**config.mk**
```make
export PLATFORM = sky130hd
export DESIGN_NAME = gtpg_div_step
export DESIGN_NICKNAME = d
export VERILOG_FILES = /design/src/rtl/gtpg_div_step.sv
export SDC_FILE = /design/constraint.sdc
export NUM_CORES = 1
export LEC_CHECK = 0
export ABC_AREA = 1
export BUFFER_PORTS_ARGS = -buffer_cell sky130_fd_sc_hd__buf_2
export CAP_MARGIN = 20
export CORE_ASPECT_RATIO = 1.25
export CORE_MARGIN = 5
export CORE_UTILIZATION = 50
export DETAILED_ROUTE_END_ITERATION = 10
export PLACE_DENSITY_LB_ADDON = 0.15
export SLEW_MARGIN = 10
export SYNTH_ARGS = -nofsm -noshare
export SYNTH_HDL_FRONTEND = slang
export SYNTH_SLANG_ARGS = --single-unit
```
**constraint.sdc**
```tcl
create_clock -name clk_i -period 2.4 [get_ports clk_i]
set_input_delay 0.48 -clock clk_i [delete_from_list [all_inputs] [get_ports clk_i]]
set_output_delay 0.48 -clock clk_i [all_outputs]
set_load 0.01 [all_outputs]
```
**src/rtl/gtpg_div_step.sv**
```systemverilog
// One registered restoring-division step: resolves quotient bit BIT.
// Depends on gtpg_pkg only by convention; fully parameterized.
`default_nettype none

module gtpg_div_step #(
  parameter int unsigned NW  = 20,
  parameter int unsigned DW  = 13,
  parameter int unsigned QW  = 8,
  parameter int unsigned BIT = 0
) (
  input  wire logic          clk_i,
  input  wire logic          en_i,
  input  wire logic [NW-1:0] rem_i,
  input  wire logic [DW-1:0] den_i,
  input  wire logic [QW-1:0] q_i,
  output logic      [NW-1:0] rem_o,
  output logic      [QW-1:0] q_o
);

  logic [NW-1:0] dsh;
  logic          take;

  assign dsh  = {{(NW-DW){1'b0}}, den_i} << BIT;
  assign take = (rem_i >= dsh);

  always_ff @(posedge clk_i) begin
    if (en_i) begin
      rem_o <= take ? (rem_i - dsh) : rem_i;
      q_o   <= take ? (q_i | (QW'(1) << BIT)) : q_i;
    end
  end

endmodule

`default_nettype wire

```
# After elaboration in Yosys (flattened, before gate mapping)
# Cells that the tools add are included.
# classes
n_addsub	1
magnitude_cmp	1
mux	1
# op_table
operator	count
$ge 20x13->1	1
$mux 20	1
$sub 20x13->20	1
# word_totals
in_bits	43
reg_bits	28
out_inout_bits	28
wordCells	6

# Logic depth before layout (Yosys ltp)
# Gate-level depths: netlist (run 1).
# logic_depth
depth_word	2
depth_mapped	13
ltp_nobuf	12

# Least setup slack after synthesis (run 1)
# OpenSTA, ideal clock, no wires.
# synth_timing
path_type	input-to-reg
startpoint	in rem_i[0]
endpoint	reg rem_o[8], data pin
path_buffers	2
arrival_time_ns	1.992
setup_slack_ns	0.151
setup_ns	0.257
required_time_ns	2.143
path_stages	13
path_cell_list	inv_1 -> ha_1 -> fa_1 -> nor2_2 -> o21ai_2 -> nand2_2 -> nand2_2 -> nand3_2 -> inv_2 -> buf_6 -> buf_8 -> nand2_2 -> o21ai_2
# synth_via
elab_chain_cells	2
elab_cells_between_ends	3
cone_classes	add/sub (1); order compare (1); mux (1)
# synth_rtl
element	line	source
from (decl)	13	input wire logic [NW-1:0] rem_i,
$sub 20x13->20 / $ge 20x13->1 (equally long branches)	28, 24	
$mux 20 *	28	rem_o <= take ? (rem_i - dsh) : rem_i;
to (signal assigned)	28	
to (decl)	16	output logic [NW-1:0] rem_o,
# Mark *: on every way between the ends. The rest lies on a longest branch, timed or not.
# A chain may end at the register's enable or synchronous reset.

# Worst setup path in the final report (run 1)
# layout_timing
startpoint	in rem_i[11]
endpoint	reg q_o[0], data pin
# layout_via
elab_chain_cells	1
# layout_rtl
element	line	source
$ge 20x13->1	24	assign take = (rem_i >= dsh);
to (signal assigned)	29	q_o <= take ? (q_i | (QW'(1) << BIT)) : q_i;
to (decl)	17	output logic [QW-1:0] q_o
# Every way passes these cells.

==> results.py, run 1 <==
metrics = {
    "pwr": {
        "p_int_mw": 0.906,
        "irDropWorstVdd_mv": 0.321,
        "p_per_area_nw_per_um2": 483,
        "switchingPower_mw": 0.408,
        "p_seq_share_pct": 47.3,
        "p_comb_share_pct": 32.6,
        "cellLeakagePower_nw": 1.40,
        "p_sw_share_pct": 31.1,
        "power.share.clock_pct": 20.1,
    },
    "sta": {
        "hold_violations": 0,
        "setup_viol": 0,
        "slew_violations": 0,
        "max-slew-margin-rel_pct": 57.9,
        "fmax_mhz": 508,
        "rsz0062_at_grt": "no",
        "worstMarginPinSlew_ns": 0.631,
        "whs_ns": 0.374,
        "fin_crit_sh_pct": 82.1,
        "period_needed_ns": 1.97,
        "tns_ns": 0,
    },
    "clock_network": {
        "cts_hold_buf": 0,
        "htree_levels": 1,
        "cts_buffer_depth": 2,
        "cts_root_buf": "clkbuf_8",
        "cts_buffers": 3,
        "clk_pin_slew_ns": 0.10,
        "post-cts-setup-buffers": 0,
        "cts.sinks": 28,
        "cts_tree": "built",
        "post_cts_resize_count": 0,
    },
    "floorplanning": {
        "ios": 71,
        "fp.dieH_um": 84.4,
        "rows": 27,
        "die_w_um": 69.5,
        "fp.coreArea_um2": 4360,
        "die_area_um2": 5870,
        "start_util_pct": 50.8,
    },
    "cells_and_area": {
        "nFillCells": 403,
        "regArea_um2": 841,
        "nets": 432,
        "area_delta_synth_final_pct": 23.0,
        "drive_gt1_share_pct": 29.9,
        "antenna_cells": 0,
        "multi_input_area_um2": 1150,
    },
    "logic_synthesis": {
        "synthFlopType": "edfxtp_1",
        "synthMostInstantiatedCell": "nand2_1",
        "synth.avg_cell_area_um2": 7.51,
        "synth.top_cell.area_share_pct": 38.0,
        "synth_nets": 352,
        "synth-seq-cells": 28,
        "synth_top_cell_by_area": "edfxtp_1",
        "synth_common_cells": "nand2_1 (94), inv_1 (49), edfxtp_1 (28)",
        "synth_area_um2": 2210,
        "yosysUniqueCellTypes": 26,
        "synth-seq-area-share_pct": 38.0,
        "synthCells": 295,
        "yosys_warnings": 0,
        "async_flop_share_pct": 0,
        "synth_edf_count": 28,
        "yosys-top-cells-area": "edfxtp_1 (38%), nand2_1 (16%), inv_1 (8.3%), ha_1 (7.3%), nor2_1 (4.4%)",
    },
    "global_route": {
        "grt_busiest_layer": "met2",
        "grt_pass1_vias": 1958,
        "grt_usage_pct": 17.1,
        "grt-ovfl-total": 0,
        "grt_pass1_wl_mm": 8.31,
        "antenna_found_initial": 0,
        "gr-usage-met3_pct": 2.28,
        "met1_usage_pct": 19.9,
        "use_met2_pct": 32.7,
        "grt_max_degree": 29,
    },
    "placement": {
        "numPortBuffers": 70,
        "routabilityCongestion": 0.860,
        "dp_hpwl_mm": 4.19,
    },
    "job": {
        "max-cap-violations": 0,
    },
    "route": {
        "vias": 2053,
        "via_per_inst": 4.75,
        "ant_nets": 0,
        "drt_iter0_drc": 75,
        "wl_per_cell_um": 11.4,
        "first_pass_iters": 4,
        "wl_mm": 4.93,
        "drc": 0,
    },
    "worst_setup_path": {
        "crit_path_end_kind": "register",
        "path_class": "in -> reg",
        "cp_max_fo": 5,
        "startpoint": "rem_i[11]",
        "critPathRequiredTime_ns": 2.44,
        "critPathLaunchType": "input port",
        "crit_arrival_ns": 2.01,
    },
    "worst_hold_path": {
        "min_to": "q_o[6]",
        "whs_path_depth": 1,
        "hp-class": "in -> reg",
        "hp-start": "q_i[6]",
    },
    "run_status": {
        "outcome": "completed",
    },
}
-- power by group through the flow --
stage / Sequential, mW / Clock (mW) / Combinational (mW)
floorplan: 0.670 / 0 / 0.238
finish: 0.622 / 0.265 / 0.428
CTS: 0.622 / 0.273 / 0.433
detailed placement: 0.634 / 0 / 0.431
global placement: 0.633 / 0 / 0.425
global route: 0.628 / 0.288 / 0.480
-- flip-flops by register name, summed over array words and instances, names as in the netlist --
name	count
q_o	8
rem_o	20
-- layout by cell type (no fill, tap or decap), drive strengths merged, types with 4 or more instances in the layout --
cell type and instances:
xor2 4, xnor2 5, nor2 29, a21oi 16
inv 52, o21ai 13, nand2 105, nand3 16
edfxtp 28, ha 13, buf 78, nand4 4
-- through the flow --
step           power [mW]  setup slack (ns)  cell area (µm²)  cells  utilization (%)
5_1_grt              1.40             0.321             2720    432             62.5
4_1_cts              1.33             0.426             2720    432             62.5
6_report             1.31             0.431             2720    432             62.5
3_5_place_dp         1.07             0.122             2680    428             61.5
3_3_place_gp         1.06             0.144             2680    428             61.5
2_1_floorplan       0.908             0.151             2210    295                -
-- cells by family (layout without fill, tap and decap cells) --
kind of cell / after synthesis / in the layout / share of synthesized area [%]
DFF: 28 / 28 / 38.0
adders and majority gates: 14 / 14 / 8.25
and+or+nand+nor: 159 / 159 / 31.1
AOI/OAI and AO/OA: 30 / 30 / 8.93
xor gates and xnor gates: 9 / 9 / 3.56
buffers and inverters: 55 / 134 / 10.2
-- layer usage --
metal	vias up	wire length (µm)	share of wire [%]
li1	1094	-	-
met1	906	2050	42
met2	48	2550	52
met3	5	278	5.6
met4	0	53	1.1
met5	-	0	0
-- area by class of cell --
| cell class | instances | share of cell area (%) |
|---|---|---|
| multi-input combinational | 212 | 42.1 |
| sequential | 28 | 30.9 |
| timing repair buffer | 78 | 15.5 |
| inverter | 52 | 7.17 |
| tap | 58 | 2.66 |
| clock buffer | 3 | 1.52 |
| clock inverter | 1 | 0.138 |
-- worst max-delay path: stages --
cell     delay [ns]
buf_2          0.11
ha_1           0.35
nand2_1        0.09
inv_1          0.07
nand2_1        0.08
nand2_1        0.07
a21oi_2        0.22
nand3_2        0.11
buf_4          0.17
or2_2          0.26
-- worst max-delay path by stage --
stage,to,slack (ns)
2_1_floorplan,rem_o[8],0.15
3_3_place_gp,q_o[0],0.14
3_5_place_dp,q_o[0],0.12
4_1_cts,q_o[0],0.43
5_1_grt,q_o[0],0.32
6_report,q_o[0],0.43
Power figures use the tool's default switching activity.
==> inputs of run 2 (changes only) <==
==> constraint.sdc (replaced) <==
create_clock -name clk_i -period 1.9 [get_ports clk_i]
set_input_delay 0.38 -clock clk_i [delete_from_list [all_inputs] [get_ports clk_i]]
set_output_delay 0.38 -clock clk_i [all_outputs]
set_load 0.01 [all_outputs]
==> run 2 against run 1 <==
Sequential share of layout area shrank 4.5 points. First-iteration DRC count shrank 25%. Die area is the same. Combinational power grew 57%. Utilization grew 11 points. Clock-buffer cell count is the same. Non-clock buffer count grew 39. Sequential cell count is the same. Largest power group unchanged.
==> results.py, run 2 (synthesized netlist as in run 1, its figures left out) <==
metrics = {
    "clock_network": {
        "cts.sinks": 28,
        "clk_pin_slew_ns": 0.10,
        "cts_buffer_depth": 2,
        "cts_tree": "built",
        "post-cts-setup-buffers": 0,
        "cts_root_buf": "clkbuf_8",
        "cts_buffers": 3,
        "htree_levels": 1,
    },
    "cells_and_area": {
        "final_core_util_pct": 73.2,
        "reg_top3": "rem_o: 20 flops, q_o: 8 flops",
        "drive_gt1_share_pct": 40.2,
        "layout_common_cells": "nand2_1 (94), buf_2 (70), inv_1 (48)",
        "largest_reg_flops": 20,
        "nFillCells": 362,
        "area_delta_synth_final_pct": 44.1,
        "final_common_cell": "nand2_1",
        "antenna_cells": 0,
        "top_register": "rem_o",
        "nets": 471,
    },
    "global_route": {
        "grt_max_degree": 29,
        "grt_usage_pct": 18.9,
        "grt-ovfl-total": 0,
        "antenna_found_initial": 0,
        "grt_pass1_vias": 2236,
        "grt_pass1_wl_mm": 9.20,
    },
    "floorplanning": {
        "start_util_pct": 50.8,
        "die_w_um": 69.5,
        "fp.dieH_um": 84.4,
        "fp.coreArea_um2": 4360,
        "rows": 27,
        "ios": 71,
        "die_area_um2": 5870,
    },
    "pwr": {
        "irDropWorstVdd_mv": 0.322,
        "cellLeakagePower_nw": 1.61,
        "power.share.clock_pct": 24.6,
        "p_seq_share_pct": 40.7,
        "p_sw_share_pct": 28.9,
        "switchingPower_mw": 0.557,
        "p_per_area_nw_per_um2": 605,
        "p_int_mw": 1.37,
        "p_comb_share_pct": 34.7,
    },
    "placement": {
        "dp_hpwl_mm": 4.65,
        "numPortBuffers": 70,
        "routabilityCongestion": 0.886,
    },
    "sta": {
        "fmax_mhz": 551,
        "period_needed_ns": 1.82,
        "max-slew-margin-rel_pct": 57.7,
        "fin_crit_sh_pct": 95.5,
        "tns_ns": 0,
        "slew_violations": 0,
        "setup_viol": 0,
        "hold_violations": 0,
        "worstMarginPinSlew_ns": 0.635,
        "rsz0062_at_grt": "no",
    },
    "worst_hold_path": {
        "hp-start": "q_i[7]",
        "hp-class": "in -> reg",
        "whs_path_depth": 1,
    },
    "worst_setup_path": {
        "crit_arrival_ns": 1.86,
        "startpoint": "rem_i[0]",
        "cp_max_fo": 17,
        "critPathRequiredTime_ns": 1.94,
        "path_class": "in -> reg",
        "critPathLaunchType": "input port",
        "crit_path_end_kind": "register",
    },
    "job": {
        "max-cap-violations": 0,
    },
    "run_status": {
        "outcome": "completed",
    },
    "route": {
        "first_pass_iters": 4,
        "wl_per_cell_um": 11.6,
        "drc": 0,
        "vias": 2221,
        "drt_iter0_drc": 56,
        "via_per_inst": 4.72,
        "ant_nets": 0,
        "wl_mm": 5.47,
    },
}
## run 2: through the flow
step / setup WS (ns) / hold WS [ns] / cell area [µm²] / std cells / power (mW)
detailed placement: -0.224 / 0.559 / 3110 / 467 / 1.47
CTS: 0.0791 / 0.270 / 3180 / 471 / 1.95
global placement: -0.176 / 0.557 / 3110 / 467 / 1.46
finish: 0.0846 / 0.274 / 3190 / 471 / 1.93
global route: 0.00430 / 0.260 / 3190 / 471 / 2.05
floorplan: -0.130 / 0.479 / 2330 / 295 / 1.17
## run 2: area by class of cell
| class | count | area (µm²) | share of cell area [%] |
|---|---|---|---|
| inverters | 52 | 203 | 6.35 |
| clock inverters | 1 | 30.0 | 0.941 |
| flip-flops and latches | 28 | 841 | 26.3 |
| well taps | 58 | 72.6 | 2.27 |
| repair buffers | 117 | 741 | 23.2 |
| clock buffers | 3 | 41.3 | 1.29 |
| multi-input cells | 212 | 1260 | 39.6 |
## run 2: worst max-delay path: stages
cell and delay [ns]:
buf_2 0.14, inv_8 0.03, ha_4 0.15, fa_2 0.36, nor2_2 0.12, o21ai_2 0.08, nand2_2 0.07, nand2_2 0.07
nand3_4 0.08, inv_2 0.06, buf_12 0.15, nand2_1 0.08, o21ai_2 0.05
## run 2: path summary, 6_finish.rpt
check | end
hold / removal | q_o[7]
setup / recovery | rem_o[0]
## run 2: timing repair
| item | 4_1_cts | 5_1_grt |
|---|---|---|
| setup endpoints to repair | 0 | 2 |
| resized for setup | 0 | 2 |
| hold buffers | 0 | 0 |
## run 2: power by group through the flow
stage | combinational, mW | clock [mW] | sequential, mW
after detailed placement | 0.672 | 0 | 0.801
after floorplan | 0.327 | 0 | 0.846
after CTS | 0.675 | 0.486 | 0.786
after global routing | 0.746 | 0.510 | 0.793
final | 0.671 | 0.475 | 0.785
after global placement | 0.656 | 0 | 0.800
## run 2: layer usage
metal  part of all wire, %  global-route usage [%]  vias up
met5                     0                       0        -
met4                   1.2                    4.44        0
met3                   5.5                    3.35        7
met2                    55                    38.4       51
met1                    38                    19.4      993
li1                      -                       -     1170
