**src/rtl/gtpg_sqrt_step.sv**
```systemverilog
// One registered integer square root step on a 16-bit radicand.
// Tracks the running square so no multiplier is needed. No dependencies.
`default_nettype none

module gtpg_sqrt_step #(
  parameter int unsigned BIT = 0
) (
  input  wire logic        clk_i,
  input  wire logic        en_i,
  input  wire logic [15:0] v_i,
  input  wire logic [7:0]  res_i,
  input  wire logic [15:0] sq_i,
  output logic      [15:0] v_o,
  output logic      [7:0]  res_o,
  output logic      [15:0] sq_o
);

  logic [16:0] cand;

  // (res + 2^b)^2 = res^2 + res*2^(b+1) + 2^(2b)
  assign cand = {1'b0, sq_i} + (17'(res_i) << (BIT + 1)) + (17'(1) << (2 * BIT));

  always_ff @(posedge clk_i) begin
    if (en_i) begin
      v_o <= v_i;
      if (cand <= {1'b0, v_i}) begin
        res_o <= res_i | (8'(1) << BIT);
        sq_o  <= cand[15:0];
      end else begin
        res_o <= res_i;
        sq_o  <= sq_i;
      end
    end
  end

endmodule

`default_nettype wire

```
**config.mk**
```make
export PLATFORM = sky130hd
export DESIGN_NAME = gtpg_sqrt_step
export DESIGN_NICKNAME = d
export VERILOG_FILES = /design/src/rtl/gtpg_sqrt_step.sv
export SDC_FILE = /design/constraint.sdc
export NUM_CORES = 1
export LEC_CHECK = 0
export BUFFER_PORTS_ARGS = -buffer_cell sky130_fd_sc_hd__buf_2
export CORE_ASPECT_RATIO = 0.7
export CORE_UTILIZATION = 45
export CTS_BUF_LIST = sky130_fd_sc_hd__clkbuf_8
export DETAILED_ROUTE_END_ITERATION = 10
export HOLD_SLACK_MARGIN = 0.02
export PLACE_DENSITY = 0.73
export SYNTH_ARGS = -nofsm -noshare
export SYNTH_HDL_FRONTEND = slang
export SYNTH_SLANG_ARGS = --single-unit
```
**constraint.sdc**
```tcl
create_clock -name clk_i -period 4.9 [get_ports clk_i]
set_clock_uncertainty 0.05 [all_clocks]
set_input_delay 0.49 -clock clk_i [delete_from_list [all_inputs] [get_ports clk_i]]
set_output_delay 0.49 -clock clk_i [all_outputs]
set_load 0.005 [all_outputs]
```
======== Yosys cells after proc, flatten, opt, wreduce, memory -nomap -nowiden ========
Index checks and enable logic that the tools add are counted.
word-level totals
  logic and storage cells ................. 8
  output and inout bits ................... 40
  input bits .............................. 42
  flip-flop bits (word level) ............. 40
operators by class
  order comparisons ....................... 1
  add/subtract/negate cells ............... 2
  muxes and demuxes ....................... 1
operator list
  operator                                                         count
  16-bit by 9-bit adder with 17-bit output                         1
  17-bit by 1-bit adder with 17-bit output, second input constant  1
  17-bit by 16-bit less-or-equal comparator with 1-bit output      1
  16-bit two-way mux                                               1

======== Depth between registers and ports, before layout ========
Gate-level depths: netlist of the first run.
  word-level depth ........................ 4
  depth in mapped cells ................... 16
  mapped depth without buffers ............ 14

======== Worst setup path before layout of the first run ========
Ideal clock, no wire load.
  path kind ............................... in2reg
  start ................................... input res_i[5]
  end ..................................... register sq_o[2] (data pin)
  path slack .............................. 0.914 ns
  data required time ...................... 4.590 ns
  buffers on the path ..................... 1
  library setup time ...................... 0.260 ns
  arrival time ............................ 3.676 ns
  stages on the path ...................... 14
  cell sequence ........................... ha_1 > a2111o_1 > and4_1 > a221oi_2 > nor2_1 > xor2_1 > ha_1 > nand3_1 > nor3_1 > a211o_1 > o211ai_4 > and2_4 > buf_12 > mux2_4
between the ends
  word-level cells in the longest chain between the ends .. 4
RTL lines
  what                                                         RTL line  RTL
  start, declared                                              11        input wire logic [7:0] res_i,
  16-bit by 9-bit adder with 17-bit output                     21        assign cand = {1'b0, sq_i} + (17'(res_i) << (BIT + 1)) + (17'(1) << (2 * BIT));
  17-bit by 1-bit adder with 17-bit output                     21
  17-bit by 16-bit less-or-equal comparator with 1-bit output  26        if (cand <= {1'b0, v_i}) begin
  16-bit two-way mux                                           26
  end signal, assigned                                         28        sq_o <= cand[15:0];
  end signal, assigned                                         31        sq_o <= sq_i;
  end, declared                                                15        output logic [15:0] sq_o
Every way passes these cells.
A chain may end at the register's enable or synchronous reset.

======== Final worst setup path of the first run ========
  start ................................... input res_i[5]
  end ..................................... register sq_o[1] (data pin)
Same word-level chain as after synthesis.

==> reports/results.txt, run 1 <==
Critical path arrival -> 4.27 ns
Cell row count -> 21
Die width -> 89.8 µm
Share of cells above drive strength 1 -> 36.4%
Power Density -> 314 mW/mm²
Routed wire length -> 4850 µm
Vias post-DR -> 1779
Finished Layout Cells -> 352
Final RePlAce weighted congestion -> 0.861
Wire per inst -> 13.8 µm
Max-slew headroom -> 43.1%
HP Start -> v_i[13]
Post-Syn Nets -> 263
# setup viols final -> 0
Setup tns final -> 0 ns
Gr usage total -> 18.0%
CTS root buffer -> clkbuf_8
Hold slack final -> 0.333 ns
Hold EP -> v_o[13]
Critical-path cell list -> buf_2 > ha_1 > a2111oi_0 > o21ai_0 > a221oi_2 > nor2_1 > xor2_1 > ha_1 > nand3_1 > nor3_1 > a211o_1 > o211ai_4 > and2_4 > mux2_2
Clk pin slew, worst setup/hold paths -> 0.08 ns
CTS Buf Count -> 5
Combinational power share -> 26.9%
Ant diodes -> 0
Hold path cells -> 1
Clock Sinks -> 40
Avg Inst Size Synth -> 12.4 µm²
Crit-path max cell delay -> 0.47 ns
First-pass detailed-route iteration total -> 4
Clock buffer depth -> 2
Clk pwr share -> 27.4%
CTS tree -> built
Commonest non-fill, non-tap cell in the layout -> buf_2
Max cap viols -> 0
Die area -> 0.00570 mm²
Core Box Area -> 0.00499 mm²
Area grow syn2layout -> 23.6%
H-tree depth -> 2
WS Path Type -> input port to register
DRC -> 0
Final Core Density -> 60.2%
Internal power -> 0.000696 W
Min cycle time layout -> 4.27 ns
WP data required -> 4.90 ns
Vias/cell -> 5.05
Most frequent cells in the layout -> 81 x buf_2, 40 x edfxtp_1, 24 x ha_1
Hold Buf Count CTS -> 0
Critical-path maximum fanout -> 11
Chip height -> 63.5 µm
Outcome -> finished clean
Initial Utilization -> 48.6%
Max Clock Freq -> 0.234 GHz
Yosys Warn Count -> 0
Top FF cell, synth -> edfxtp_1
DR iter-0 viols -> 86
Most frequent cell on the critical path -> ha_1
DP Cell Count -> 344
Port bufs -> 81
Crit end category -> register
Reg power frac -> 45.7%
DP Wirelength -> 3860 µm
Asr flop ratio synth -> 0%
Setup Fix Bufs, Post-CTS -> 0
Largest net degree at the start of global routing -> 41
Slew Limit Fails -> 0
Sequential share of the synthesized area -> 49.5%
I/O Pins -> 82
Filler instances -> 429
Final Hold Viols -> 0
Mapped Cells -> 196
Post-CTS Resized -> 0
Initial antenna violation count -> 0
Final Net Count -> 349
Final period utilization -> 87.1%
Hold Path Class -> input port to register
First-pass GRT wire length -> 7830 µm
Sw Share -> 26.1%
Synth cell types -> 40
FF+latch count, synth -> 40
Final Power -> 0.000942 W
Critical Path Source Type -> input port
Antenna Nets Post-Route -> 0
Slowest library cell on the worst path -> a2111oi_0
Mapped Area -> 0.00243 mm²
Leak pwr -> 1.38 nW
Worst ir drop on vdd -> 205 µV
Post-synth EDFFs -> 40
RSZ-0062 raised after global routing -> no
Actual slew at the worst max-slew pin -> 0.854 ns
P_sw -> 0.000246 W
Vias in the first global route -> 1673
GRT overflow -> 0
-- Yosys cell counts (2+ instances only) --
master	n	area share, %
a211oi_1	3	0.93
or2_2	2	0.52
or3_1	2	0.52
and3_1	2	0.52
a21o_1	6	1.9
mux2_2	2	0.93
a21oi_1	7	1.4
inv_1	15	2.3
mux2_4	7	4.3
a2111o_1	2	0.93
ha_1	24	12
edfxtp_1	40	49
o21ai_0	5	1.0
nand2_1	12	1.9
o21a_1	3	0.93
o21bai_1	2	0.62
xor2_1	6	2.2
xnor2_1	11	4.0
a211o_1	2	0.72
nand4_1	5	1.3
a31oi_1	2	0.52
nor3_1	3	0.62
nand3_1	5	1.0
and2_1	2	0.52
nor2_1	11	1.7
-- cell families (layout without fill, tap and decap cells) --
family / Yosys count / after routing / share of synthesized area [%]
and+or+nand+nor: 50 / 50 / 10.5
DFF: 40 / 40 / 49.5
AOI/OAI and AO/OA: 38 / 38 / 12.2
adders and majority gates: 25 / 25 / 13.2
xor gates and xnor gates: 17 / 17 / 6.13
buffers and inverters: 17 / 104 / 3.30
muxes: 9 / 9 / 5.25
-- sequential cells by signal (all words and copies together), names as in the netlist --
| name | flops |
|---|---|
| res_o | 8 |
| sq_o | 16 |
| v_o | 16 |
-- power groups by stage --
stage          sequential, W  clock [W]  combinational [W]
6_report            0.000430   0.000258           0.000253
5_1_grt             0.000433   0.000280           0.000280
4_1_cts             0.000431   0.000263           0.000255
3_5_place_dp        0.000438          0           0.000253
3_3_place_gp        0.000438          0           0.000250
2_1_floorplan       0.000444          0           0.000159
-- worst max path at each step --
stage | from | to | slack, ns | depth (start not counted)
4_1_cts | res_i[5] | sq_o[1] | 0.71 | 14
3_5_place_dp | res_i[5] | sq_o[1] | 0.42 | 14
2_1_floorplan | res_i[5] | sq_o[2] | 0.91 | 14
6_report | res_i[5] | sq_o[1] | 0.63 | 14
5_1_grt | res_i[5] | sq_o[1] | 0.34 | 14
3_3_place_gp | res_i[5] | sq_o[1] | 0.57 | 14
-- per-stage QoR --
stage               instance area (µm²)  worst slack (ns)
global placement                   2900             0.568
CTS                                3000             0.710
floorplan                          2430             0.914
global route                       3000             0.341
finish                             3000             0.632
detailed placement                 2900             0.420
-- per-layer routing --
metal / track usage [%] / part of all wire, %
met3: 4.83 / 6.5
met5: 0 / 0
met4: 6.76 / 1.5
met1: 26.6 / 52
met2: 24.8 / 40
-- critical path, delay by kind of cell --
kind | cells | cell delay, ns
multiplexers | 1 | 0.36
adder cells (fa/ha/maj) | 2 | 0.68
AO/OA/AOI/OAI | 5 | 1.75
AND/OR/NAND/NOR | 4 | 0.71
buffers and inverters | 1 | 0.12
XOR/XNOR | 1 | 0.17
-- layout make-up --
class / instances / area, µm² / area share [%]
sequential: 40 / 1200 / 40.0
multi-input combinational: 139 / 1150 / 38.2
timing repair buffer: 81 / 405 / 13.5
tap: 69 / 86.3 / 2.88
clock buffer: 5 / 68.8 / 2.29
inverter: 15 / 56.3 / 1.88
clock inverter: 3 / 37.5 / 1.25
Power figures use the tool's default switching activity.
==> inputs of run 2 (changes only) <==
--- a/config.mk
+++ b/config.mk
@@ -7,11 +7,11 @@
 export LEC_CHECK = 0
 export BUFFER_PORTS_ARGS = -buffer_cell sky130_fd_sc_hd__buf_2
 export CORE_ASPECT_RATIO = 0.7
-export CORE_UTILIZATION = 45
+export CORE_UTILIZATION = 52
 export CTS_BUF_LIST = sky130_fd_sc_hd__clkbuf_8
 export DETAILED_ROUTE_END_ITERATION = 10
 export HOLD_SLACK_MARGIN = 0.02
-export PLACE_DENSITY = 0.73
+export PLACE_DENSITY = 0.82
 export SYNTH_ARGS = -nofsm -noshare
 export SYNTH_HDL_FRONTEND = slang
 export SYNTH_SLANG_ARGS = --single-unit
==> reports/results.txt, run 2 (synthesis gave the netlist of run 1 again) <==
Port bufs -> 81 (unchanged)
Max Clock Freq -> 0.234 GHz (about the same)
Initial Utilization -> 55.1% (was 48.6%)
Setup Fix Bufs, Post-CTS -> 0 (unchanged)
Max cap viols -> 0 (unchanged)
Die width -> 83.7 µm (was 89.8 µm)
Critical path arrival -> 4.27 ns (about the same)
Finished Layout Cells -> 338 (was 352)
Power Density -> 304 mW/mm² (was 314 mW/mm²)
Share of cells above drive strength 1 -> 36.7% (was 36.4%)
Post-CTS Resized -> 0 (unchanged)
Hold slack final -> 0.334 ns (was 0.333 ns)
Area grow syn2layout -> 21.9% (was 23.6%)
Routed wire length -> 4920 µm (was 4850 µm)
DR iter-0 viols -> 77 (was 86)
Critical Path Source Type -> input port (unchanged)
RSZ-0062 raised after global routing -> no (unchanged)
# setup viols final -> 0 (unchanged)
CP bufs+invs -> 1 (unchanged)
Hold Buf Count CTS -> 0 (unchanged)
Core Box Area -> 0.00440 mm² (was 0.00499 mm²)
Critical-path cell list -> buf_2 > ha_1 > a2111oi_0 > o21ai_0 > a221oi_2 > nor2_1 > xor2_1 > ha_1 > nand3_1 > nor3_1 > a211o_1 > o211ai_4 > and2_4 > mux2_2 (unchanged)
Initial antenna violation count -> 0 (unchanged)
First-pass GRT wire length -> 7770 µm (was 7830 µm)
Vias/cell -> 5.33 (was 5.05)
Gr usage total -> 20.6% (was 18.0%)
Slew Limit Fails -> 0 (unchanged)
DP Wirelength -> 3780 µm (was 3860 µm)
Most frequent cell on the critical path -> ha_1 (unchanged)
Clock Sinks -> 40 (unchanged)
CTS root buffer -> clkbuf_8 (unchanged)
Commonest non-fill, non-tap cell in the layout -> buf_2 (unchanged)
Final Net Count -> 349 (unchanged)
Hold Path Class -> input port to register (unchanged)
DRC -> 0 (unchanged)
Outcome -> finished clean (unchanged)
Setup tns final -> 0 ns (unchanged)
Final period utilization -> 87.1% (about the same)
Chip height -> 59.2 µm (was 63.5 µm)
I/O Pins -> 82 (unchanged)
WP data required -> 4.90 ns (about the same)
Crit-path max cell delay -> 0.46 ns (was 0.47 ns)
Largest net degree at the start of global routing -> 41 (unchanged)
Cell row count -> 20 (was 21)
Crit. path cell count -> 14 (unchanged)
Critical-path maximum fanout -> 11 (unchanged)
Final Hold Viols -> 0 (unchanged)
Final RePlAce weighted congestion -> 0.884 (was 0.861)
Vias post-DR -> 1800 (was 1779)
Leak pwr -> 1.37 nW (was 1.38 nW)
Actual slew at the worst max-slew pin -> 0.905 ns (was 0.854 ns)
CTS tree -> built (unchanged)
CP delay by family, top -> compound AO/OA/AOI/OAI gates (unchanged)
Worst ir drop on vdd -> 198 µV (was 205 µV)
Slowest library cell on the worst path -> a2111oi_0 (unchanged)
DP Cell Count -> 330 (was 344)
CTS Buf Count -> 5 (unchanged)
Min cycle time layout -> 4.27 ns (about the same)
WS Path Type -> input port to register (unchanged)
Crit end category -> register (unchanged)
First-pass detailed-route iteration total -> 4 (unchanged)
Most frequent cells in the layout -> 81 x buf_2, 40 x edfxtp_1, 24 x ha_1 (unchanged)
GRT overflow -> 0 (unchanged)
Final setup margin -> 0.633 ns (was 0.632 ns)
H-tree depth -> 2 (unchanged)
Antenna Nets Post-Route -> 0 (unchanged)
Clk pin slew, worst setup/hold paths -> 0.08 ns (about the same)
Critical Path End -> sq_o[1] (unchanged)
Pre-CTS WS -> 0.383 ns (was 0.420 ns)
Wire per inst -> 14.5 µm (was 13.8 µm)
Ant diodes -> 0 (unchanged)
Vias in the first global route -> 1669 (was 1673)
Max-slew headroom -> 39.7% (was 43.1%)
Biggest regs -> sq_o: 16 flops, v_o: 16 flops, res_o: 8 flops (unchanged)
Die area -> 0.00495 mm² (was 0.00570 mm²)
Setup crit start -> res_i[5] (unchanged)
Clock buffer depth -> 2 (unchanged)
-- run 2: cell count changes in the layout (fill, tap and decap cells not counted), sizes merged --
cell,previous run,this run
bufinv,1,0
clkinv,2,3
-- run 2: routing by layer --
layer	GRT usage [%]	part of all wire [%]
met4	5.57	0.83
met2	29.8	40
met3	5.99	6.7
met5	0	0
met1	30.3	52
-- run 2: how the worst min path moves through the flow --
stage	depth (start not counted)	slack [ns]	from	endpoint
4_1_cts	1	0.33	v_i[4]	v_o[4]
5_1_grt	1	0.32	v_i[6]	v_o[6]
3_3_place_gp	1	0.63	v_i[8]	v_o[8]
6_report	1	0.33	v_i[4]	v_o[4]
3_5_place_dp	1	0.63	v_i[4]	v_o[4]
2_1_floorplan	0	0.54	res_i[1]	res_o[1]
-- run 2: report_power, final --
part	leakage (nW)	switching (W)	internal [W]
clock	0.0453	0.000118	0.0000969
combinational	0.935	0.000129	0.000126
sequential	0.392	0.00000778	0.000422
-- run 2: metrics by stage --
stage | utilization [%] | power, W | instance area (µm²)
2_1_floorplan | - | 0.000603 | 2430
3_3_place_gp | 65.4 | 0.000684 | 2880
3_5_place_dp | 65.4 | 0.000690 | 2880
4_1_cts | 67.2 | 0.000903 | 2960
5_1_grt | 67.2 | 0.000950 | 2960
6_report | 67.2 | 0.000900 | 2960
-- run 2: area by class of cell --
type	instances	area, µm²
multi-input cells	139	1150
well taps	55	68.8
fillers	368	1440
clock buffers	5	68.8
flip-flops and latches	40	1200
clock inverters	3	13.8
inverters	15	56.3
repair buffers	81	405
