$ cat config.mk
export PLATFORM = sky130hd
export DESIGN_NAME = gtpg_cfg
export DESIGN_NICKNAME = d
export VERILOG_FILES = /design/src/rtl/gtpg_pkg.sv /design/src/rtl/gtpg_cfg.sv
export SDC_FILE = /design/constraint.sdc
export NUM_CORES = 1
export LEC_CHECK = 0
export BUFFER_PORTS_ARGS = -buffer_cell sky130_fd_sc_hd__buf_2
export CAP_MARGIN = 20
export CORE_ASPECT_RATIO = 1.1
export CORE_MARGIN = 2
export CORE_UTILIZATION = 23
export DETAILED_ROUTE_END_ITERATION = 12
export PLACE_DENSITY_LB_ADDON = 0.25
export SLEW_MARGIN = 20
export SYNTH_ARGS = -nofsm -noshare
export SYNTH_HDL_FRONTEND = slang
export SYNTH_SLANG_ARGS = --single-unit
export TNS_END_PERCENT = 100
$ cat constraint.sdc
create_clock -name clk_i -period 7.5 [get_ports clk_i]
set_input_delay 1.125 -clock clk_i [delete_from_list [all_inputs] [get_ports clk_i]]
set_output_delay 1.125 -clock clk_i [all_outputs]
set_load 0.05 [all_outputs]
$ cat src/rtl/gtpg_pkg.sv
// Types, constants and register codes for the gradient test pattern generator.
// No dependencies; imported by gtpg_cfg, the top module and the checker.
`default_nettype none

package gtpg_pkg;

  localparam int unsigned CoordW    = 12;             // pixel_row / pixel_col
  localparam int unsigned DimW      = 13;             // image_rows / image_cols
  localparam logic [12:0] MaxDim    = 13'd4096;       // dimension saturation
  localparam int unsigned LevelW    = 8;              // channel level
  localparam int unsigned CfgIdxW   = 3;
  localparam int unsigned CfgDataW  = 13;

  // diagonal ramp: 65025*(r^2+c^2) / ((R-1)^2+(C-1)^2), then isqrt
  localparam int unsigned SqSumW    = 25;
  localparam int unsigned DenW      = 25;
  localparam int unsigned DiagNumW  = 42;
  localparam int unsigned DiagQW    = 16;
  localparam logic [15:0] FullScaleSq = 16'd65025;
  localparam int unsigned SqrtBits  = 8;

  // linear ramps: 255*x / dim
  localparam int unsigned RampNumW  = 20;
  localparam int unsigned RampQW    = 8;
  localparam logic [7:0]  FullScale = 8'd255;

  // register stages ahead of the output register
  localparam int unsigned FrontStg  = 3;
  localparam int unsigned PipeStg   = FrontStg + DiagQW + SqrtBits;
  localparam int unsigned RampDly   = DiagQW + SqrtBits - RampQW;

  typedef enum logic [2:0] {
    CfgPattern = 3'd0,
    CfgChanSel = 3'd1,
    CfgFixed   = 3'd2,
    CfgRows    = 3'd3,
    CfgCols    = 3'd4
  } cfg_idx_e;

  typedef enum logic [2:0] {
    PatColRamp    = 3'd0,
    PatRowRamp    = 3'd1,
    PatDiag       = 3'd2,
    PatColRowPlane = 3'd3,
    PatTwoColRamp = 3'd4
  } pattern_e;

  typedef enum logic [1:0] {
    SelBlue  = 2'd0,
    SelGreen = 2'd1,
    SelRed   = 2'd2,
    SelAll   = 2'd3
  } chan_sel_e;

  typedef struct packed {
    logic [CoordW-1:0] pixel_row;
    logic [CoordW-1:0] pixel_col;
  } pix_in_t;

  typedef struct packed {
    logic [LevelW-1:0] blue_out;
    logic [LevelW-1:0] green_out;
    logic [LevelW-1:0] red_out;
    logic              coord_error;
  } pix_out_t;

  // register view handed from the config block to the datapath
  typedef struct packed {
    logic [2:0]        pattern;
    logic [1:0]        channel_select;
    logic [LevelW-1:0] fixed_value;
    logic [DimW-1:0]   rows;        // saturated to MaxDim
    logic [DimW-1:0]   cols;        // saturated to MaxDim
    logic [DenW-1:0]   den;         // (rows-1)^2 + (cols-1)^2
    logic              den_zero;
  } cfg_t;

endpackage

`default_nettype wire

$ cat src/rtl/gtpg_cfg.sv
// Configuration registers plus the derived diagonal denominator.
// Depends on gtpg_pkg.
`default_nettype none

module gtpg_cfg (
  input  wire logic                         clk_i,
  input  wire logic                         rst_ni,
  input  wire logic                         cfg_valid_i,
  input  wire logic [gtpg_pkg::CfgIdxW-1:0] cfg_index_i,
  input  wire logic [gtpg_pkg::CfgDataW-1:0] cfg_data_i,
  output wire gtpg_pkg::cfg_t               cfg_o
);
  import gtpg_pkg::*;

  logic [2:0]        pattern_q;
  logic [1:0]        chan_sel_q;
  logic [LevelW-1:0] fixed_q;
  logic [DimW-1:0]   rows_raw_q, cols_raw_q;
  logic [DimW-1:0]   rows_sat, cols_sat;
  logic [CoordW-1:0] dr, dc;
  logic [2*CoordW-1:0] dr_sq_q, dc_sq_q;
  logic [DenW-1:0]   den_q;

  always_ff @(posedge clk_i or negedge rst_ni) begin
    if (!rst_ni) begin
      pattern_q  <= 3'(PatColRamp);
      chan_sel_q <= 2'(SelAll);
      fixed_q    <= '0;
      rows_raw_q <= 13'd350;
      cols_raw_q <= 13'd350;
    end else if (cfg_valid_i) begin
      case (cfg_idx_e'(cfg_index_i))
        CfgPattern: pattern_q  <= cfg_data_i[2:0];
        CfgChanSel: chan_sel_q <= cfg_data_i[1:0];
        CfgFixed:   fixed_q    <= cfg_data_i[LevelW-1:0];
        CfgRows:    rows_raw_q <= cfg_data_i[DimW-1:0];
        CfgCols:    cols_raw_q <= cfg_data_i[DimW-1:0];
        default: ;
      endcase
    end
  end

  assign rows_sat = (rows_raw_q > MaxDim) ? MaxDim : rows_raw_q;
  assign cols_sat = (cols_raw_q > MaxDim) ? MaxDim : cols_raw_q;
  // 4096-1 wraps correctly in 12 bits; zero size never reaches the ramp
  assign dr = rows_sat[CoordW-1:0] - 12'd1;
  assign dc = cols_sat[CoordW-1:0] - 12'd1;

  // den_q settles after dr_sq_q; user must keep block idle; unenforced
  always_ff @(posedge clk_i) begin
    dr_sq_q <= (2*CoordW)'(dr) * (2*CoordW)'(dr);
    dc_sq_q <= (2*CoordW)'(dc) * (2*CoordW)'(dc);
    den_q   <= DenW'(dr_sq_q) + DenW'(dc_sq_q);
  end

  assign cfg_o.pattern        = pattern_q;
  assign cfg_o.channel_select = chan_sel_q;
  assign cfg_o.fixed_value    = fixed_q;
  assign cfg_o.rows           = rows_sat;
  assign cfg_o.cols           = cols_sat;
  assign cfg_o.den            = den_q;
  assign cfg_o.den_zero       = (den_q == '0);

endmodule

`default_nettype wire

## Yosys cells after proc, flatten, opt, wreduce, memory -nomap -nowiden

Cells that the tools add are included.

| storage, ports and cells | value |
|---|---|
| register bits after elaboration | 112 |

| cells by class | value |
|---|---|
| muxes and demuxes | 2 |
| add/subtract/negate cells | 3 |
| multiply operators | 2 |
| order comparisons | 2 |
| reduce and logical (&&, ||, !) cells | 7 |
| eq/ne operators | 4 |

Operators by type and width:

| kind | number |
|---|---|
| $mul A12 B12 Y24 | 2 |
| $gt A13 B13 Y1 const B | 2 |
| $mux W13 | 2 |
| $add A24 B24 Y25 | 1 |
| $logic_not A25 Y1 | 1 |
| $sub A12 B1 Y12 const B | 2 |
| $reduce_and A2 Y1 | 5 |
| $eq A3 B2 Y1 const B | 2 |
| $eq A3 B1 Y1 const B | 1 |
| $eq A3 B3 Y1 const B | 1 |
| $logic_not A3 Y1 | 1 |

## Depth between registers and ports, before layout

| logic depth | value |
|---|---|
| depth in word-level cells | 4 |
| mapped depth | 28 |

## Worst setup path after synthesis

No wires, ideal clock.

| path | value |
|---|---|
| path kind | register to register |
| start | reg cols_raw_q[8] |
| end | reg dc_sq_q[23] |
| slack | 0.964 ns |
| cell stages (with the launch flop) | 25 |
| period minus slack after synthesis | 6.536 ns |
| arrival time | 6.413 ns |
| buffers on the path | 2 |
| cell sequence | dfstp_2 -> nor2b_1 -> nor3_1 -> mux2_2 -> o22ai_1 -> buf_4 -> nor2_1 -> fa_1 -> inv_1 -> fa_1 -> inv_1 -> fa_1 -> fa_1 -> inv_1 -> fa_1 -> inv_1 -> ha_1 -> clkbuf_1 -> a21oi_1 -> o21ai_1 -> a211oi_1 -> a21boi_1 -> nor2b_1 -> o21bai_1 -> xor2_1 |

RTL lines:

| item | RTL line | text |
|---|---|---|
| start: declaration | gtpg_cfg.sv:18 | `logic [DimW-1:0] rows_raw_q, cols_raw_q;` |
| start signal: assignment | gtpg_cfg.sv:37 | `CfgCols: cols_raw_q <= cfg_data_i[DimW-1:0];` |
| end signal: assignment | gtpg_cfg.sv:52 | `dc_sq_q <= (2*CoordW)'(dc) * (2*CoordW)'(dc);` |
| end: declaration | gtpg_cfg.sv:21 | `logic [2*CoordW-1:0] dr_sq_q, dc_sq_q;` |

## Final worst setup path

| path | value |
|---|---|
| start | reg cols_raw_q[12] |
| end | reg dc_sq_q[23] |

| between the ends | value |
|---|---|
| cells in the longest elaborated chain, start to end | 4 |

Ends and longest elaborated chain:

| item | RTL line | text |
|---|---|---|
| $gt A13 B13 Y1 | gtpg_cfg.sv:44 | `assign cols_sat = (cols_raw_q > MaxDim) ? MaxDim : cols_raw_q;` |
| $mux W13 | gtpg_cfg.sv:44 |  |
| $sub A12 B1 Y12 | gtpg_cfg.sv:47 | `assign dc = cols_sat[CoordW-1:0] - 12'd1;` |
| $mul A12 B12 Y24 | gtpg_cfg.sv:52 |  |

No other way between the ends.
A chain may end at the register's enable or synchronous reset.

==> results by stage <==
Synthesis:
- Among all cell types in the netlist, the one instantiated most often is sky130_fd_sc_hd__inv_1.
- After synthesis the cells add up to 0.0122 mm².
- The number of register bits inferred by synthesis is 110.
- The async set-or-reset flop fraction in the synthesized netlist is 35.5%.
- The net count after synthesis is 1635.
- The share of synthesized area occupied by flip-flops and latches is 19.8%.
- The number of flops mapped to enable cells by yosys is 0.
- By area the synthesized netlist is led by sky130_fd_sc_hd__fa_1 26%, sky130_fd_sc_hd__ha_1 14%, sky130_fd_sc_hd__dfxtp_1 12%.
- The commonest cells after synthesis are 255 x sky130_fd_sc_hd__inv_1, 160 x sky130_fd_sc_hd__fa_1, 133 x sky130_fd_sc_hd__ha_1.
- sky130_fd_sc_hd__fa_1 takes more of the synthesized area than any other cell.
- The flip-flop cell with the highest count after synthesis is sky130_fd_sc_hd__dfxtp_1.
- The Yosys warning count is 0.
- Yosys mapped the design onto 71 distinct sky130hd cell types.
- The average instance area after synthesis is 9.23 µm².
- The gate count of the mapped netlist is 1323.
- Summed over its instances, the top area cell type makes up 26.2% of the synthesized netlist area.

Clock network:
- The buffer depth of the longest clock path is 2.
- The number of sinks handled by clock tree synthesis is 110.
- The tree is rooted in a sky130_fd_sc_hd__clkbuf_16.
- The number of levels in the clock H-tree is 3.
- The worst-skew pair later-pin latency is 370 ps.
- Post-CTS repair changed the size of 0 cells.
- Clock-pin slew was measured on the worst setup and hold paths at 70 ps.
- TritonCTS built the clock tree.
- Once the clock tree was built, the setup fixing pass inserted 0 buffers.
- The number of buffers created by CTS is 9.
- Hold repair after CTS inserted 0 buffers.

Floorplanning:
- During I/O placement, the number of pins put on the boundary was 84.
- The die outline height is 246 µm.
- The effective utilization at floorplan is 23.3%.
- The total area inside the core boundary comes to 0.0525 mm².
- The cell row count is 88.
- The die covers 0.0550 mm².
- In this run the horizontal extent of the chip is 224 µm.

Timing:
- Hold is met by 489 ps.
- For the pin with the worst max-slew slack, the measured transition is 1160 ps.
- After layout, the worst path uses 93.2% of the clock period.
- Derived from the worst setup path, the maximum achievable clock frequency is 143 MHz.
- The final critical-path required period is 6990 ps.
- The worst pin sits at a relative slew slack of 22.3%.
- Setup repair after global routing left no endpoint under its margin.
- Summed over all failing endpoints, the final setup total negative slack is 0 ps.
- Setup violations remaining at the end of the flow were counted as 0.
- Between clock sinks in the finished design, the worst skew comes to 9.47 ps.
- The number of endpoints with negative hold slack in the final report is 0.
- The count of final max-slew check failures is 0.

Global routing:
- The number of global-route vias before repair is 9302.
- The number of antenna violations at the first check in global routing was 0.
- For this run the aggregate overflow at the end of global routing stands at 0.
- The total global-route track usage is 11.6%.
- Entering global routing, the biggest net connects 40 pins.
- The global-route wire length before repair is 50200 µm.

Finish:
- Fill cells in the final layout number 5611.
- The core utilization of the finished layout is 26.2%.
- After the flow finishes, the layout carries non-filler instances totaling 2083.
- At the end of the flow, the number of nets in the layout was 1715.
- Summing all multi-input logic gate instances after layout gives 0.00865 mm².
- The register area is 0.00241 mm².
- The area added between synthesis and finish is 12.8%.
- The repair_antennas step left the layout with diodes totalling 0.
- The ratio of cells with drive above 1 in the final layout is 14.6%.

Status:
- The run finished with clean final reports.

Worst setup path:
- The critical path startpoint category is a flop.
- The data arrival time of the worst path is 7290 ps.
- The setup path with the least slack is of type flop to flop.
- The type of element capturing the critical path is a flop.
- For the worst setup path, the data required time is 7800 ps.
- The highest fanout seen on the critical path is 9.

Flow run:
- The number of maximum-capacitance constraint violations is 0.

Drt:
- The total via count after detailed routing is 8852.
- After detailed routing, the total wire length is 30600 µm.
- The number of optimization iterations in the first detailed-route pass is 4.
- After detailed routing, the number of remaining DRC violations is 0.
- In this run the remaining antenna-violating nets after routing total 0.
- The average wire length per cell after detail routing is 14.7 µm.
- After the first detailed-routing iteration, the DRC count stood at 361.
- In the routed layout, each cell is associated on average with a via count of 4.25.

Place:
- Once detailed placement completed, the half-perimeter wirelength came to 26200 µm.
- The routability congestion estimate from global placement is 0.814.
- The number of placed instances with taps included is 2067.
- The total of buffers placed on input and output ports is 83.

Min path:
- The tightest min-delay check is of the flop to flop type.
routing by layer:
metal	routed length, µm	track usage (%)	share of wire (%)	vias to the layer above
met5	0	0	0	-
li1	-	-	-	4332
met4	157	1.49	0.51	0
met1	15200	16.2	50	4339
met2	13900	18.9	45	166
met3	1380	2.50	4.5	15
final timing paths:
kind                            cells past startpoint              to            from  slack [ps]
worst max register to register                     24     dc_sq_q[23]  cols_raw_q[12]         510
worst min register to register                      1        den_q[0]      dc_sq_q[0]         490
worst max-delay path                               24     dc_sq_q[23]  cols_raw_q[12]         510
max in group asynchronous                           1   rows_raw_q[0]          rst_ni        6080
min in group asynchronous                           1  rows_raw_q[12]          rst_ni         870
worst min-delay path                                1        den_q[0]      dc_sq_q[0]         490
logic make-up (layout without fill, tap and decap cells):
| logic type | after synthesis | after routing | share of synthesized area [%] |
|---|---|---|---|
| xor gates and xnor gates | 69 | 69 | 5.01 |
| AOI/OAI and AO/OA | 163 | 163 | 8.72 |
| and+or+nand+nor | 340 | 340 | 13.3 |
| DFF | 110 | 110 | 19.8 |
| adders and majority gates | 293 | 293 | 39.8 |
| muxes | 43 | 43 | 3.95 |
| buffers and inverters | 305 | 390 | 9.46 |
stage by stage:
step	setup WS, ps	instance area, µm²
final	511	13800
after global routing	109	13800
after CTS	586	13800
after detailed placement	626	13500
after global placement	615	13500
after floorplan	964	12200
state kept, by name (all words and copies together) (netlist names):
signal	flops
den_q	25
dc_sq_q	23
dr_sq_q	23
cols_raw_q	13
rows_raw_q	13
fixed_q	8
pattern_q	3
chan_sel_q	2
layout by cell type, fill, tap and decap left out, types with 3 or more instances in the layout:
| master | instances |
|---|---|
| sky130_fd_sc_hd__xnor2_1 | 42 |
| sky130_fd_sc_hd__inv_1 | 255 |
| sky130_fd_sc_hd__xor2_1 | 26 |
| sky130_fd_sc_hd__nand2_1 | 81 |
| sky130_fd_sc_hd__or2_2 | 3 |
| sky130_fd_sc_hd__clkbuf_16 | 9 |
| sky130_fd_sc_hd__a21o_1 | 17 |
| sky130_fd_sc_hd__nand3_1 | 13 |
| sky130_fd_sc_hd__buf_2 | 83 |
| sky130_fd_sc_hd__a211oi_1 | 7 |
| sky130_fd_sc_hd__and3b_1 | 3 |
| sky130_fd_sc_hd__nor3_1 | 19 |
| sky130_fd_sc_hd__o21bai_1 | 7 |
| sky130_fd_sc_hd__o21ai_2 | 3 |
| sky130_fd_sc_hd__dfxtp_1 | 71 |
| sky130_fd_sc_hd__nor2b_1 | 26 |
| sky130_fd_sc_hd__a21oi_1 | 48 |
| sky130_fd_sc_hd__dfrtp_1 | 25 |
| sky130_fd_sc_hd__a31o_1 | 3 |
| sky130_fd_sc_hd__a31oi_1 | 3 |
| sky130_fd_sc_hd__nand4_1 | 8 |
| sky130_fd_sc_hd__nand2b_1 | 31 |
| sky130_fd_sc_hd__buf_4 | 14 |
| sky130_fd_sc_hd__o21a_1 | 13 |
| sky130_fd_sc_hd__fa_1 | 160 |
| sky130_fd_sc_hd__o21ai_1 | 15 |
| sky130_fd_sc_hd__and2_1 | 5 |
| sky130_fd_sc_hd__o21ai_0 | 19 |
| sky130_fd_sc_hd__mux2_2 | 42 |
| sky130_fd_sc_hd__nor4_1 | 8 |
| sky130_fd_sc_hd__ha_1 | 133 |
| sky130_fd_sc_hd__o211ai_1 | 4 |
| sky130_fd_sc_hd__inv_2 | 20 |
| sky130_fd_sc_hd__nor2_1 | 127 |
| sky130_fd_sc_hd__dfstp_2 | 14 |
| sky130_fd_sc_hd__or2_1 | 3 |
area by class of cell:
type / instances / area share (%)
Clock buffer: 11 / 1.69
Clock inverter: 5 / 0.590
Inverter: 277 / 7.55
Multi-Input combinational cell: 908 / 62.7
Sequential cell: 110 / 17.5
Tap cell: 675 / 6.13
Timing Repair Buffer: 97 / 3.78
worst max-delay path: stages, from the launching register on:
cell and delay, ps:
sky130_fd_sc_hd__dfrtp_1 460, sky130_fd_sc_hd__nand2b_1 210, sky130_fd_sc_hd__ha_1 310, sky130_fd_sc_hd__xnor2_1 780, sky130_fd_sc_hd__inv_1 370, sky130_fd_sc_hd__nor2_1 300, sky130_fd_sc_hd__inv_2 60, sky130_fd_sc_hd__fa_1 500
sky130_fd_sc_hd__inv_1 60, sky130_fd_sc_hd__fa_1 520, sky130_fd_sc_hd__inv_1 50, sky130_fd_sc_hd__fa_1 530, sky130_fd_sc_hd__inv_1 50, sky130_fd_sc_hd__fa_1 520, sky130_fd_sc_hd__inv_1 50, sky130_fd_sc_hd__fa_1 520
sky130_fd_sc_hd__inv_1 40, sky130_fd_sc_hd__ha_1 370, sky130_fd_sc_hd__nand4_1 170, sky130_fd_sc_hd__nor3_1 170, sky130_fd_sc_hd__o211ai_1 140, sky130_fd_sc_hd__a21boi_1 300, sky130_fd_sc_hd__nor2b_1 90, sky130_fd_sc_hd__o21bai_1 170
sky130_fd_sc_hd__xor2_1 140
Power is not shown: default switching activity piles up to over one toggle a cycle in this logic, so the estimate is an artifact.
